$ cat config.mk
export PLATFORM = sky130hd
export DESIGN_NAME = filter_lock_arbiter
export DESIGN_NICKNAME = d
export VERILOG_FILES = /design/src/hw/rtl/fla_pkg.sv /design/src/hw/rtl/fla_mem.sv /design/src/hw/rtl/fla_scan.sv /design/src/hw/rtl/filter_lock_arbiter.sv
export SDC_FILE = /design/constraint.sdc
export NUM_CORES = 1
export LEC_CHECK = 0
export BUFFER_PORTS_ARGS = -buffer_cell sky130_fd_sc_hd__buf_2
export CAP_MARGIN = 30
export CORE_MARGIN = 8
export CORE_UTILIZATION = 56
export DETAILED_ROUTE_END_ITERATION = 7
export PLACE_DENSITY = 0.75
export SYNTH_ARGS = -nofsm -noshare
export SYNTH_HDL_FRONTEND = slang
export SYNTH_SLANG_ARGS = --single-unit
$ cat constraint.sdc
create_clock -name clk -period 3.2 [get_ports clk]
set_input_delay 0.64 -clock clk [delete_from_list [all_inputs] [get_ports clk]]
set_output_delay 0.64 -clock clk [all_outputs]
set_load 0.005 [all_outputs]
$ cat src/hw/rtl/fla_pkg.sv
`timescale 1ns / 1ps
package fla_pkg;

  localparam int TID_W       = 3;
  localparam int LVL_OUT_W   = 3;
  localparam int CNT_W       = 4;
  localparam int TDATA_IN_W  = 8;
  localparam int TUSER_IN_W  = 1;
  localparam int TDATA_OUT_W = 8;
  localparam int PADDR_W     = 3;
  localparam int PDATA_W     = 32;

  localparam logic REQ_POLL    = 1'b0;
  localparam logic REQ_RELEASE = 1'b1;

  // register index sits in paddr[2]
  localparam logic REG_IDX_NUM_THREADS = 1'b0;

  localparam logic [CNT_W-1:0] NUM_THREADS_RST = 4'd8;

  typedef struct packed {
    logic             clr;
    logic             en;
    logic [TID_W-1:0] k;
    logic [TID_W-1:0] t;
  } scan_ctl_t;

endpackage

$ cat src/hw/rtl/fla_mem.sv
`timescale 1ns / 1ps
module fla_mem #(
  parameter int DEPTH = 8,
  parameter int DW    = 3
) (
  input  logic                     clk,
  input  logic                     rst,
  input  logic                     we,
  input  logic [$clog2(DEPTH)-1:0] waddr,
  input  logic [DW-1:0]            wdata,
  input  logic [$clog2(DEPTH)-1:0] raddr,
  output logic [DW-1:0]            rdata
);

  logic [DW-1:0]    mem [DEPTH];
  logic [DEPTH-1:0] valid;

  always_ff @(posedge clk) begin
    if (rst) begin
      valid <= '0;
    end else if (we) begin
      valid[waddr] <= 1'b1;
    end
  end

  always_ff @(posedge clk) begin
    if (we) begin
      mem[waddr] <= wdata;
    end
  end

  // unwritten entries read as zero
  always_ff @(posedge clk) begin
    rdata <= valid[raddr] ? mem[raddr] : '0;
  end

endmodule

$ cat src/hw/rtl/fla_scan.sv
`timescale 1ns / 1ps
module fla_scan #(
  parameter int LW = 3
) (
  input  logic              clk,
  input  logic              rst,
  input  fla_pkg::scan_ctl_t ctl,
  input  logic [LW-1:0]     lvl,
  input  logic [LW-1:0]     rdata,
  output logic              hit_any
);
  import fla_pkg::*;

  logic hit;
  logic cur;

  assign cur     = ctl.en && (ctl.k != ctl.t) && (rdata >= lvl);
  assign hit_any = hit | cur;

  always_ff @(posedge clk) begin
    if (rst || ctl.clr) begin
      hit <= 1'b0;
    end else begin
      hit <= hit_any;
    end
  end

endmodule

$ cat src/hw/rtl/filter_lock_arbiter.sv
`timescale 1ns / 1ps
// Flow, accept to result beat: a rejected id goes straight to write-back; a release, a held
// lock, a count of one or a poll at level 0 finishes after the level lookup; a poll that is
// not its level's victim finishes after the victim check; a victim poll scans every active
// thread's level on the single read port, one compare per cycle, then drains and writes back.
// Throughput: one item at a time; input ready returns the cycle after the result is loaded.
// Reset clears all levels, victims and grants and sets the thread count to 8.
module filter_lock_arbiter #(
  parameter int MAX_THREADS = 8
) (
  input  logic                             clk,
  input  logic                             rst,
  input  logic                             s_axis_tvalid,
  output logic                             s_axis_tready,
  // [2:0] requester id, [7:3] zero
  input  logic [fla_pkg::TDATA_IN_W-1:0]   s_axis_tdata,
  // [0] req_type
  input  logic [fla_pkg::TUSER_IN_W-1:0]   s_axis_tuser,
  output logic                             m_axis_tvalid,
  input  logic                             m_axis_tready,
  // [0] granted, [1] blocked, [4:2] level_now, [5] rejected, [7:6] zero
  output logic [fla_pkg::TDATA_OUT_W-1:0]  m_axis_tdata,
  input  logic                             psel,
  input  logic                             penable,
  input  logic                             pwrite,
  input  logic [fla_pkg::PADDR_W-1:0]      paddr,
  input  logic [fla_pkg::PDATA_W-1:0]      pwdata,
  output logic [fla_pkg::PDATA_W-1:0]      prdata,
  output logic                             pready
);
  import fla_pkg::*;

  localparam int NTHR = (MAX_THREADS < (1 << TID_W)) ? MAX_THREADS : (1 << TID_W);
  localparam int TIW  = $clog2(NTHR);
  localparam int LW   = $clog2(MAX_THREADS);
  localparam int CW   = (LW > CNT_W) ? LW : CNT_W;

  localparam logic [2:0] S_IDLE  = 3'd0;
  localparam logic [2:0] S_LOOK  = 3'd1;
  localparam logic [2:0] S_VCHK  = 3'd2;
  localparam logic [2:0] S_SCAN  = 3'd3;
  localparam logic [2:0] S_DRAIN = 3'd4;
  localparam logic [2:0] S_FIN   = 3'd5;

  logic [2:0]       state;
  logic [2:0]       state_next;
  logic [CNT_W-1:0] num_threads;
  logic [NTHR-1:0]  holds;
  logic             pv;

  logic [TID_W-1:0] t_r;
  logic             req_r;
  logic [CNT_W-1:0] n_r;
  logic [LW-1:0]    lvl_r;
  logic [TIW-1:0]   k;
  logic [TIW-1:0]   pk;

  logic                 res_gr;
  logic                 res_bl;
  logic                 res_rej;
  logic [LVL_OUT_W-1:0] res_lvl;

  logic          lw_en;
  logic [LW-1:0] lw_val;
  logic          vw_en;
  logic [LW-1:0] vw_addr;
  logic          h_set;
  logic          h_clr;

  logic             in_acc;
  logic             fin_go;
  logic             cfg_wr;
  logic [CNT_W-1:0] n_eff;
  logic             rej;
  logic [TID_W-1:0] tid;
  logic             hold_t;
  logic             look_done;
  logic [TIW-1:0]   scan_last;
  logic             adv_top;
  logic [LW-1:0]    adv_next;
  logic             hit_any;

  logic [TIW-1:0] lvl_raddr;
  logic [LW-1:0]  lvl_rdata;
  logic [LW-1:0]  vic_rdata;
  logic [TID_W-1:0] vic_rdata_t;
  logic           lvl_we;
  logic           vic_we;

  scan_ctl_t scan_ctl;

  assign tid           = s_axis_tdata[TID_W-1:0];
  assign s_axis_tready = (state == S_IDLE);
  assign in_acc        = s_axis_tvalid && s_axis_tready;
  assign fin_go        = (state == S_FIN) && (!m_axis_tvalid || m_axis_tready);

  assign pready = 1'b1;
  assign cfg_wr = psel && penable && pwrite && pready;
  assign prdata = (paddr[2] == REG_IDX_NUM_THREADS) ? PDATA_W'(num_threads) : '0;

  always_comb begin
    if (num_threads == '0) begin
      n_eff = CNT_W'(1);
    end else if (int'(num_threads) > MAX_THREADS) begin
      n_eff = CNT_W'(MAX_THREADS);
    end else begin
      n_eff = num_threads;
    end
  end

  assign rej = ({1'b0, tid} >= n_eff);

  always_comb begin
    if (int'(n_r) > NTHR) begin
      scan_last = TIW'(NTHR - 1);
    end else begin
      scan_last = TIW'(n_r - CNT_W'(1));
    end
  end

  assign hold_t    = holds[TIW'(t_r)];
  assign look_done = (req_r == REQ_RELEASE) || hold_t || (n_r == CNT_W'(1)) ||
                     (lvl_rdata == '0);
  assign adv_top   = (CW'(lvl_r) >= (CW'(n_r) - CW'(1)));
  assign adv_next  = lvl_r + LW'(1);

  assign lvl_raddr = (state == S_IDLE) ? TIW'(tid) : k;
  assign lvl_we    = fin_go && lw_en;
  assign vic_we    = fin_go && vw_en;
  assign vic_rdata_t = TID_W'(vic_rdata);

  fla_mem #(
    .DEPTH (NTHR),
    .DW    (LW)
  ) u_level_mem (
    .clk   (clk),
    .rst   (rst),
    .we    (lvl_we),
    .waddr (TIW'(t_r)),
    .wdata (lw_val),
    .raddr (lvl_raddr),
    .rdata (lvl_rdata)
  );

  fla_mem #(
    .DEPTH (MAX_THREADS),
    .DW    (LW)
  ) u_victim_mem (
    .clk   (clk),
    .rst   (rst),
    .we    (vic_we),
    .waddr (vw_addr),
    .wdata (LW'(t_r)),
    .raddr (lvl_rdata),
    .rdata (vic_rdata)
  );

  assign scan_ctl.clr = (state == S_VCHK);
  assign scan_ctl.en  = pv;
  assign scan_ctl.k   = TID_W'(pk);
  assign scan_ctl.t   = t_r;

  fla_scan #(
    .LW (LW)
  ) u_scan (
    .clk     (clk),
    .rst     (rst),
    .ctl     (scan_ctl),
    .lvl     (lvl_r),
    .rdata   (lvl_rdata),
    .hit_any (hit_any)
  );

  always_comb begin
    state_next = state;
    unique case (state)
      S_IDLE: begin
        if (in_acc) begin
          state_next = rej ? S_FIN : S_LOOK;
        end
      end
      S_LOOK:  state_next = look_done ? S_FIN : S_VCHK;
      S_VCHK:  state_next = (vic_rdata_t != t_r) ? S_FIN : S_SCAN;
      S_SCAN:  state_next = (k == scan_last) ? S_DRAIN : S_SCAN;
      S_DRAIN: state_next = S_FIN;
      S_FIN: begin
        if (fin_go) begin
          state_next = S_IDLE;
        end
      end
      default: state_next = S_IDLE;
    endcase
  end

  always_ff @(posedge clk) begin
    if (rst) begin
      state         <= S_IDLE;
      num_threads   <= NUM_THREADS_RST;
      holds         <= '0;
      pv            <= 1'b0;
      m_axis_tvalid <= 1'b0;
    end else begin
      state <= state_next;
      pv    <= (state == S_SCAN);
      if (cfg_wr && (paddr[2] == REG_IDX_NUM_THREADS)) begin
        num_threads <= pwdata[CNT_W-1:0];
      end
      if (fin_go && h_set) begin
        holds[TIW'(t_r)] <= 1'b1;
      end
      if (fin_go && h_clr) begin
        holds[TIW'(t_r)] <= 1'b0;
      end
      if (fin_go) begin
        m_axis_tvalid <= 1'b1;
      end else if (m_axis_tready) begin
        m_axis_tvalid <= 1'b0;
      end
    end
  end

  always_ff @(posedge clk) begin
    case (state)
      S_IDLE: begin
        if (in_acc) begin
          t_r     <= tid;
          req_r   <= s_axis_tuser[0];
          n_r     <= n_eff;
          res_rej <= rej;
          res_gr  <= 1'b0;
          res_bl  <= 1'b0;
          res_lvl <= '0;
          lw_en   <= 1'b0;
          vw_en   <= 1'b0;
          h_set   <= 1'b0;
          h_clr   <= 1'b0;
        end
      end
      S_LOOK: begin
        lvl_r <= lvl_rdata;
        if (req_r == REQ_RELEASE) begin
          lw_en  <= 1'b1;
          lw_val <= '0;
          h_clr  <= 1'b1;
        end else if (hold_t) begin
          res_gr  <= 1'b1;
          res_lvl <= LVL_OUT_W'(lvl_rdata);
        end else if (n_r == CNT_W'(1)) begin
          h_set   <= 1'b1;
          res_gr  <= 1'b1;
          res_lvl <= LVL_OUT_W'(lvl_rdata);
        end else if (lvl_rdata == '0) begin
          lw_en   <= 1'b1;
          lw_val  <= LW'(1);
          vw_en   <= 1'b1;
          vw_addr <= LW'(1);
          res_lvl <= LVL_OUT_W'(1);
        end
      end
      S_VCHK: begin
        k <= '0;
        if (vic_rdata_t != t_r) begin
          res_gr  <= adv_top;
          res_lvl <= LVL_OUT_W'(adv_top ? lvl_r : adv_next);
          h_set   <= adv_top;
          lw_en   <= !adv_top;
          lw_val  <= adv_next;
          vw_en   <= !adv_top;
          vw_addr <= adv_next;
        end
      end
      S_SCAN: begin
        pk <= k;
        k  <= k + TIW'(1);
      end
      S_DRAIN: begin
        if (hit_any) begin
          res_bl  <= 1'b1;
          res_lvl <= LVL_OUT_W'(lvl_r);
        end else begin
          res_gr  <= adv_top;
          res_lvl <= LVL_OUT_W'(adv_top ? lvl_r : adv_next);
          h_set   <= adv_top;
          lw_en   <= !adv_top;
          lw_val  <= adv_next;
          vw_en   <= !adv_top;
          vw_addr <= adv_next;
        end
      end
      S_FIN: begin
        if (fin_go) begin
          m_axis_tdata <= {2'b00, res_rej, res_lvl, res_bl, res_gr};
        end
      end
      default: begin
      end
    endcase
  end

  a_busy_after_accept: assert property (@(posedge clk) disable iff (rst)
    in_acc |=> !s_axis_tready)
    else $error("input ready right after an accepted beat");

  a_grant_not_blocked: assert property (@(posedge clk) disable iff (rst)
    m_axis_tvalid |-> !(m_axis_tdata[0] && m_axis_tdata[1]))
    else $error("result both granted and blocked");

  a_reject_clean: assert property (@(posedge clk) disable iff (rst)
    (m_axis_tvalid && m_axis_tdata[5]) |-> (m_axis_tdata[4:0] == 5'd0))
    else $error("rejected beat carries grant, block or level");

  a_result_from_fin: assert property (@(posedge clk) disable iff (rst)
    $rose(m_axis_tvalid) |-> ($past(state) == S_FIN))
    else $error("result beat raised outside write-back");

  a_write_in_fin: assert property (@(posedge clk) disable iff (rst)
    (lvl_we || vic_we) |-> (state == S_FIN))
    else $error("memory write outside write-back");

endmodule

-- Word-level counts from Yosys, hierarchy flattened
Memory sizes are Yosys's and may differ from the RTL's. A register that Yosys moved wholly into a read port is not among the register bits.
Index checks and enable logic that the tools add are counted.
Widths: inputs -> output; s select.
- bits of input ports: 51
- bits in registers: 73
- RAM bits: 48
- memories: 2
- memories (name ; depth ; width ; rd ports ; clocked after memory_dff ; write ports ; RTL line ; source):
    u_level_mem.mem ; 8 ; 3 ; 1 ; 1 ; 1 ; fla_mem.sv:15 ; logic [DW-1:0] mem [DEPTH];
    u_victim_mem.mem ; 8 ; 3 ; 1 ; 1 ; 1 ; fla_mem.sv:15 ;
- equal/unequal tests: 25
- add/subtract/negate cells: 3
- reductions and logical operators: 43
- bitwise logic cells: 7
- multiplexer cells: 72
- magnitude comparators: 11
- operators with widths (operator ; count):
    $mux 3 ; 22
    $mux 1 ; 28
    $mux 8 ; 3
    $or 8x8->8 ; 3
    $reduce_and 7->1 ; 3
    $ne 2x2->1 const B ; 10
    $pmux 3 s3 ; 2
    $pmux 3 s6 ; 1
    $lt 3x4->1 const B ; 4
    $pmux 1 s4 ; 4
    $logic_and 1x1->1 ; 13
    $mux 4 ; 3
    $ne 3x3->1 const B ; 4
    $pmux 3 s4 ; 1
    $reduce_and 6->1 ; 2
    $bmux 1 s3 ; 3
    $and 8x8->8 ; 1
    $ge 3x4->1 ; 2
    $gt 4x4->1 const B ; 2
    $not 8->8 ; 1
    $reduce_and 8->1 ; 1
    $reduce_bool 2->1 ; 4
    $add 3x1->3 const B ; 2
    $demux 1 s3 ; 2
    other kinds (24) ; 40

-- Logic depth before layout (Yosys ltp)
- word-level depth: 9
- mapped depth: 9
- gate-level depth less buffers: 9

-- Modules after synthesis
Synthesis repeated with hierarchy kept, for this count alone.
- cells, all modules: 478
- area total of the unflattened synthesis: 6059.6 µm²
- modules (own cells, without submodules) (module ; area an instance (µm²) ; seq. area each (µm²) ; cells an instance ; times used):
    filter_lock_arbiter ; 3158.0 ; 1511.4 ; 307 ; 1
    fla_mem at u_victim_mem ; 1380.1 ; 940.9 ; 76 ; 1
    fla_mem at u_level_mem ; 1372.6 ; 940.9 ; 76 ; 1
    fla_scan ; 148.9 ; 20.0 ; 19 ; 1

-- Worst setup path before layout
OpenSTA, ideal clock, no wires.
- path kind: reg-to-reg
- start: register u_level_mem.rdata[0] (read register of u_level_mem.mem)
- end: register lw_val[0] (enable)
- stages on the path, launching flop included: 9
- data arrival time: 2.253 ns
- library setup time: 0.362 ns
- data required time: 2.838 ns
- setup slack: 0.585 ns
- cell sequence: dfxtp_1 buf_1 inv_1 ha_1 nor2b_1 o21ai_0 a32oi_1 nand2_1 a221oi_1
- cells in the longest elaborated chain, start to end: 5
- elaborated cells between the ends (all ways): 7
- those cells by class: order compare: 1; eq/ne: 2; bitwise: 1; reduce/logical: 3
- RTL lines (what ; RTL line ; source):
    from (decl) ; fla_mem.sv:12 ; output logic [DW-1:0] rdata
    $ge 3x3->1 ; fla_scan.sv:17 ; assign cur = ctl.en && (ctl.k != ctl.t) && (rdata >= lvl);
    $logic_and 1x1->1 ; fla_scan.sv:17 ;
    $or 1x1->1 ; fla_scan.sv:18 ; assign hit_any = hit | cur;
    $ne 2x2->1 (no line) ; n/a ;
    $reduce_and 6->1 (no line) * ; n/a ;
    to (signal assigned) ; filter_lock_arbiter.sv:267 ; lw_val <= adv_next;
    to (signal assigned) ; filter_lock_arbiter.sv:285 ; lw_val <= adv_next;
    to (decl) ; filter_lock_arbiter.sv:64 ; logic [LW-1:0] lw_val;
Mark *: on every way between the ends. The rest lies on a longest branch, timed or not.
A chain may end at the register's enable or synchronous reset.

-- Worst setup path after layout
- start: register n_r[0]
- end: register res_lvl[0] (data pin)
- cells in the longest elaborated chain, start to end: 5
- elaborated cells between the ends (all ways): 10
- those cells by class: add/sub: 1; order compare: 1; eq/ne: 1; mux: 7
- RTL lines (what ; RTL line ; source):
    from (decl) ; filter_lock_arbiter.sv:53 ; logic [CNT_W-1:0] n_r;
    from (signal assigned) ; filter_lock_arbiter.sv:228 ; n_r <= n_eff;
    $sub 4x1->4 or $eq 4x1->1 (tied branches) ; filter_lock_arbiter.sv:124, filter_lock_arbiter.sv:248 ;
    $ge 3x4->1 or $mux 3 (tied branches) ; filter_lock_arbiter.sv:124, filter_lock_arbiter.sv:248 ;
    $mux 3, on equally long branches ; filter_lock_arbiter.sv:264, filter_lock_arbiter.sv:282, filter_lock_arbiter.sv:245 ;
    $mux 3, on equally long branches ; filter_lock_arbiter.sv:277, filter_lock_arbiter.sv:241, filter_lock_arbiter.sv:262 ;
    $pmux 3 s4 * ; filter_lock_arbiter.sv:223 ; case (state)
    to (signal assigned) ; filter_lock_arbiter.sv:264 ; res_lvl <= LVL_OUT_W'(adv_top ? lvl_r : adv_next);
    to (signal assigned) ; filter_lock_arbiter.sv:279 ; res_lvl <= LVL_OUT_W'(lvl_r);
    to (signal assigned) ; filter_lock_arbiter.sv:282 ; res_lvl <= LVL_OUT_W'(adv_top ? lvl_r : adv_next);
    to (decl) ; filter_lock_arbiter.sv:61 ; logic [LVL_OUT_W-1:0] res_lvl;
Mark *: on every way between the ends. The rest lies on a longest branch, timed or not. The select of a mux whose other input is x is not followed.

==> results.cfg <==
[outcome]
status = finished clean

[routing]
totalWireLength_um = 12800
vias = 3876
dr.first_iter.drc_count = 252
firstDrtPassIters = 5
via_per_inst = 5.63
final_antenna_net_count = 0
drc = 0
drt-wirelength-per-cell_um = 18.6

[clock_tree]
cts.repair.resized = 0
cts_root_buf = clkbuf_8
ctsLongestPathBuffers = 2
cts_setup_buffers = 0
clk_latency_ns = 0.52
tritoncts = done
cts_hold_buf = 0
clock-sinks = 127
cts_made_buffers = 17
htree_num_levels = 4
cts.clk_slew.worst_paths_ns = 0.06

[sta]
hold_viol = 0
fin_crit_sh = 0.856
fin_skew_ns = 0.00840
grt_setup_unrepaired = no
finalSetupTns_ns = 0
holdWs_ns = 0.293
slew_viol_final = 0
period_minus_slack_ns = 2.74
slew_headroom = 0.570
worst_slew_pin_slew_ns = 0.641
setup_viol = 0
fmax_ghz = 0.365

[floorplan]
io_pins = 94
die_x_um = 120
fp.dieH_um = 120
fp.coreArea_mm2 = 0.0107
fp.dieArea_mm2 = 0.0144
num_rows = 38
start_util = 0.564

[worst_setup_path]
crit_top_cell = ha_1
max_stage_delay_ns = 0.52
crit_path_top_delay_cell = or4_1
cp_cell_sequence = inv_1 -> ha_1 -> ha_1 -> a211oi_1 -> or3_1 -> and3_1 -> or4_1
cp.required_ns = 3.46
cp-end-kind = register
start_kind = register
r2r_end = res_lvl[0]
path_class = register to register
reg2regPathDepth = 7
crit_path_start = n_r[0]
rrSetupSlack_ns = 0.46
critPathMaxFanout = 4
crit_end = res_lvl[0]
cp.arrival_ns = 3.00
r2r-start = n_r[0]

[pwr]
ir_worst_vdd_mv = 0.484
p_leak_nw = 2.61
power.density_mw_per_mm2 = 701

[global_route]
grt_start_max_net_pins = 36
grt_pass1_vias = 4004
grt_pass1_wl_um = 20700
track_usage = 0.186
grt_overflow = 0
antenna_found_initial = 0

[logic_synthesis]
async_reset_ff_frac = 0
avgSynthCellArea_um2 = 11.9
synth_edf_count = 87
synthCells = 507
ys_seq_area_frac = 0.565
synthMuxAreaShare = 0.0914
yosys.area_share.simple = 0.134
synth_compound_area_frac = 0.0947
synth-seq-cells = 127
synth_xor_area_frac = 0.0174
synthAdderAreaFrac = 0.0286
yosysWarnings = 0
synth_flop_cell = edfxtp_1
synth_top_family_by_area = simple AND/OR/NAND/NOR gates
netlist_area_mm2 = 0.00604
ys_types = 54

[layout]
antenna_cells = 0
drive_above_1_share = 0.182
syn_to_final_growth_pct = 13.0
finalNetCount = 600

[placed_design]
place.gp.congestion = 0.858
numPortBuffers = 27
dp_hpwl_um = 9170

[hold_path]
min_path_type = input pin to register

[job]
drv_cap = 0
-- area by class of cell --
class                      count  area [µm²]
fill                         832        3870
sequential                   127        3410
multi-input combinational    336        2330
clock buffer                  17         414
clock inverter                15         218
timing repair buffer          37         210
tap                          140         175
inverter                      17        63.8
-- layout by cell type, fill, tap and decap left out, types with 3 or more instances in the layout --
cell type,n
a21oi_1,22
clkinv_4,4
conb_1,31
a211oi_1,11
o21ai_0,8
nor2_1,48
buf_4,10
nor2b_1,11
dfxtp_1,40
nor3_1,15
bufinv_16,5
o22ai_1,7
nand2_1,21
edfxtp_1,87
inv_1,17
and3_1,13
a31oi_1,5
xor2_1,5
nand3b_1,3
mux2i_1,15
nand3_1,8
nand2b_1,17
clkinv_1,3
or3_1,3
clkbuf_16,16
mux2_2,13
nor3b_1,4
ha_1,13
buf_2,27
a21boi_0,3
xnor2_1,7
or4_1,3
and2_1,5
o21ba_2,8
o31ai_1,3
mux4_2,9
-- logic make-up after synthesis --
| family | Yosys count |
|---|---|
| other | 2 |
| multiplexers | 39 |
| adder cells (fa/ha/maj) | 14 |
| flip-flops | 127 |
| AND/OR/NAND/NOR | 157 |
| AO/OA/AOI/OAI | 83 |
| XOR/XNOR | 12 |
| buffers and inverters | 73 |
-- per-stage QoR --
step           worst slack (ns)  cells   util  cell area [µm²]  total power, mW
6_report                  0.460    689  0.638             6820             4.78
5_1_grt                   0.348    689  0.638             6820             4.95
4_1_cts                   0.474    689  0.638             6820             4.80
3_5_place_dp              0.482    657  0.579             6190             2.75
3_3_place_gp              0.517    657  0.579             6190             2.72
2_1_floorplan             0.585    536      -             6150             2.56
-- cell usage after synthesis, drive strengths merged, types with 8 or more instances --
cell / n / area share
ha: 13 / 0.027
mux2i: 15 / 0.025
o21ba: 8 / 0.013
nor3: 16 / 0.015
nand2b: 17 / 0.018
nor2: 48 / 0.030
inv: 17 / 0.011
dfxtp: 40 / 0.13
o21ai: 8 / 0.0066
nor2b: 11 / 0.011
nand2: 21 / 0.013
buf: 40 / 0.047
a21oi: 22 / 0.018
and3: 13 / 0.013
mux2: 13 / 0.024
mux4: 11 / 0.042
nand3: 8 / 0.0066
a211oi: 11 / 0.014
clkbuf: 16 / 0.0099
edfxtp: 87 / 0.43
-- report_power, final --
group          switching, mW  leakage (nW)  total, mW  internal [mW]
clock network          0.712         0.305       2.05           1.34
logic                  0.395          1.19      0.644          0.249
registers              0.142          1.12       2.09           1.95
-- per-layer routing --
layer,GRT usage,share of wire,vias to the layer above
met5,0,0,-
li1,-,-,1854
met2,0.308,0.51,117
met1,0.223,0.42,1878
met3,0.0451,0.044,27
met4,0.0890,0.025,0
-- flip-flops by register name, indices dropped and copies added, names as in the netlist, 3 cells and up --
register	flops
u_level_mem.mem	24
u_victim_mem.mem	24
holds	8
u_level_mem.valid	8
u_victim_mem.valid	8
m_axis_tdata	6
n_r	4
num_threads	4
k	3
lvl_r	3
lw_val	3
pk	3
res_lvl	3
state	3
t_r	3
u_level_mem.rdata	3
u_victim_mem.rdata	3
vw_addr	3
-- critical path, delay by kind of cell (launching register included) --
kind	cells	cell delay [ns]
AO/OA/AOI/OAI	1	0.12
adder cells (fa/ha/maj)	2	0.60
buffers and inverters	1	0.16
flip-flops	1	0.43
AND/OR/NAND/NOR	3	1.17
-- worst min-delay path by stage --
stage,cells past startpoint,end,slack (ns),start
floorplan,0,m_axis_tdata[0],0.40,res_gr
CTS,1,req_r,0.28,s_axis_tuser
global placement,0,m_axis_tdata[4],0.40,res_lvl[2]
global route,1,req_r,0.28,s_axis_tuser
finish,1,req_r,0.29,s_axis_tuser
detailed placement,0,m_axis_tdata[5],0.41,res_rej
Note: power is estimated with default switching activity, not from simulation.
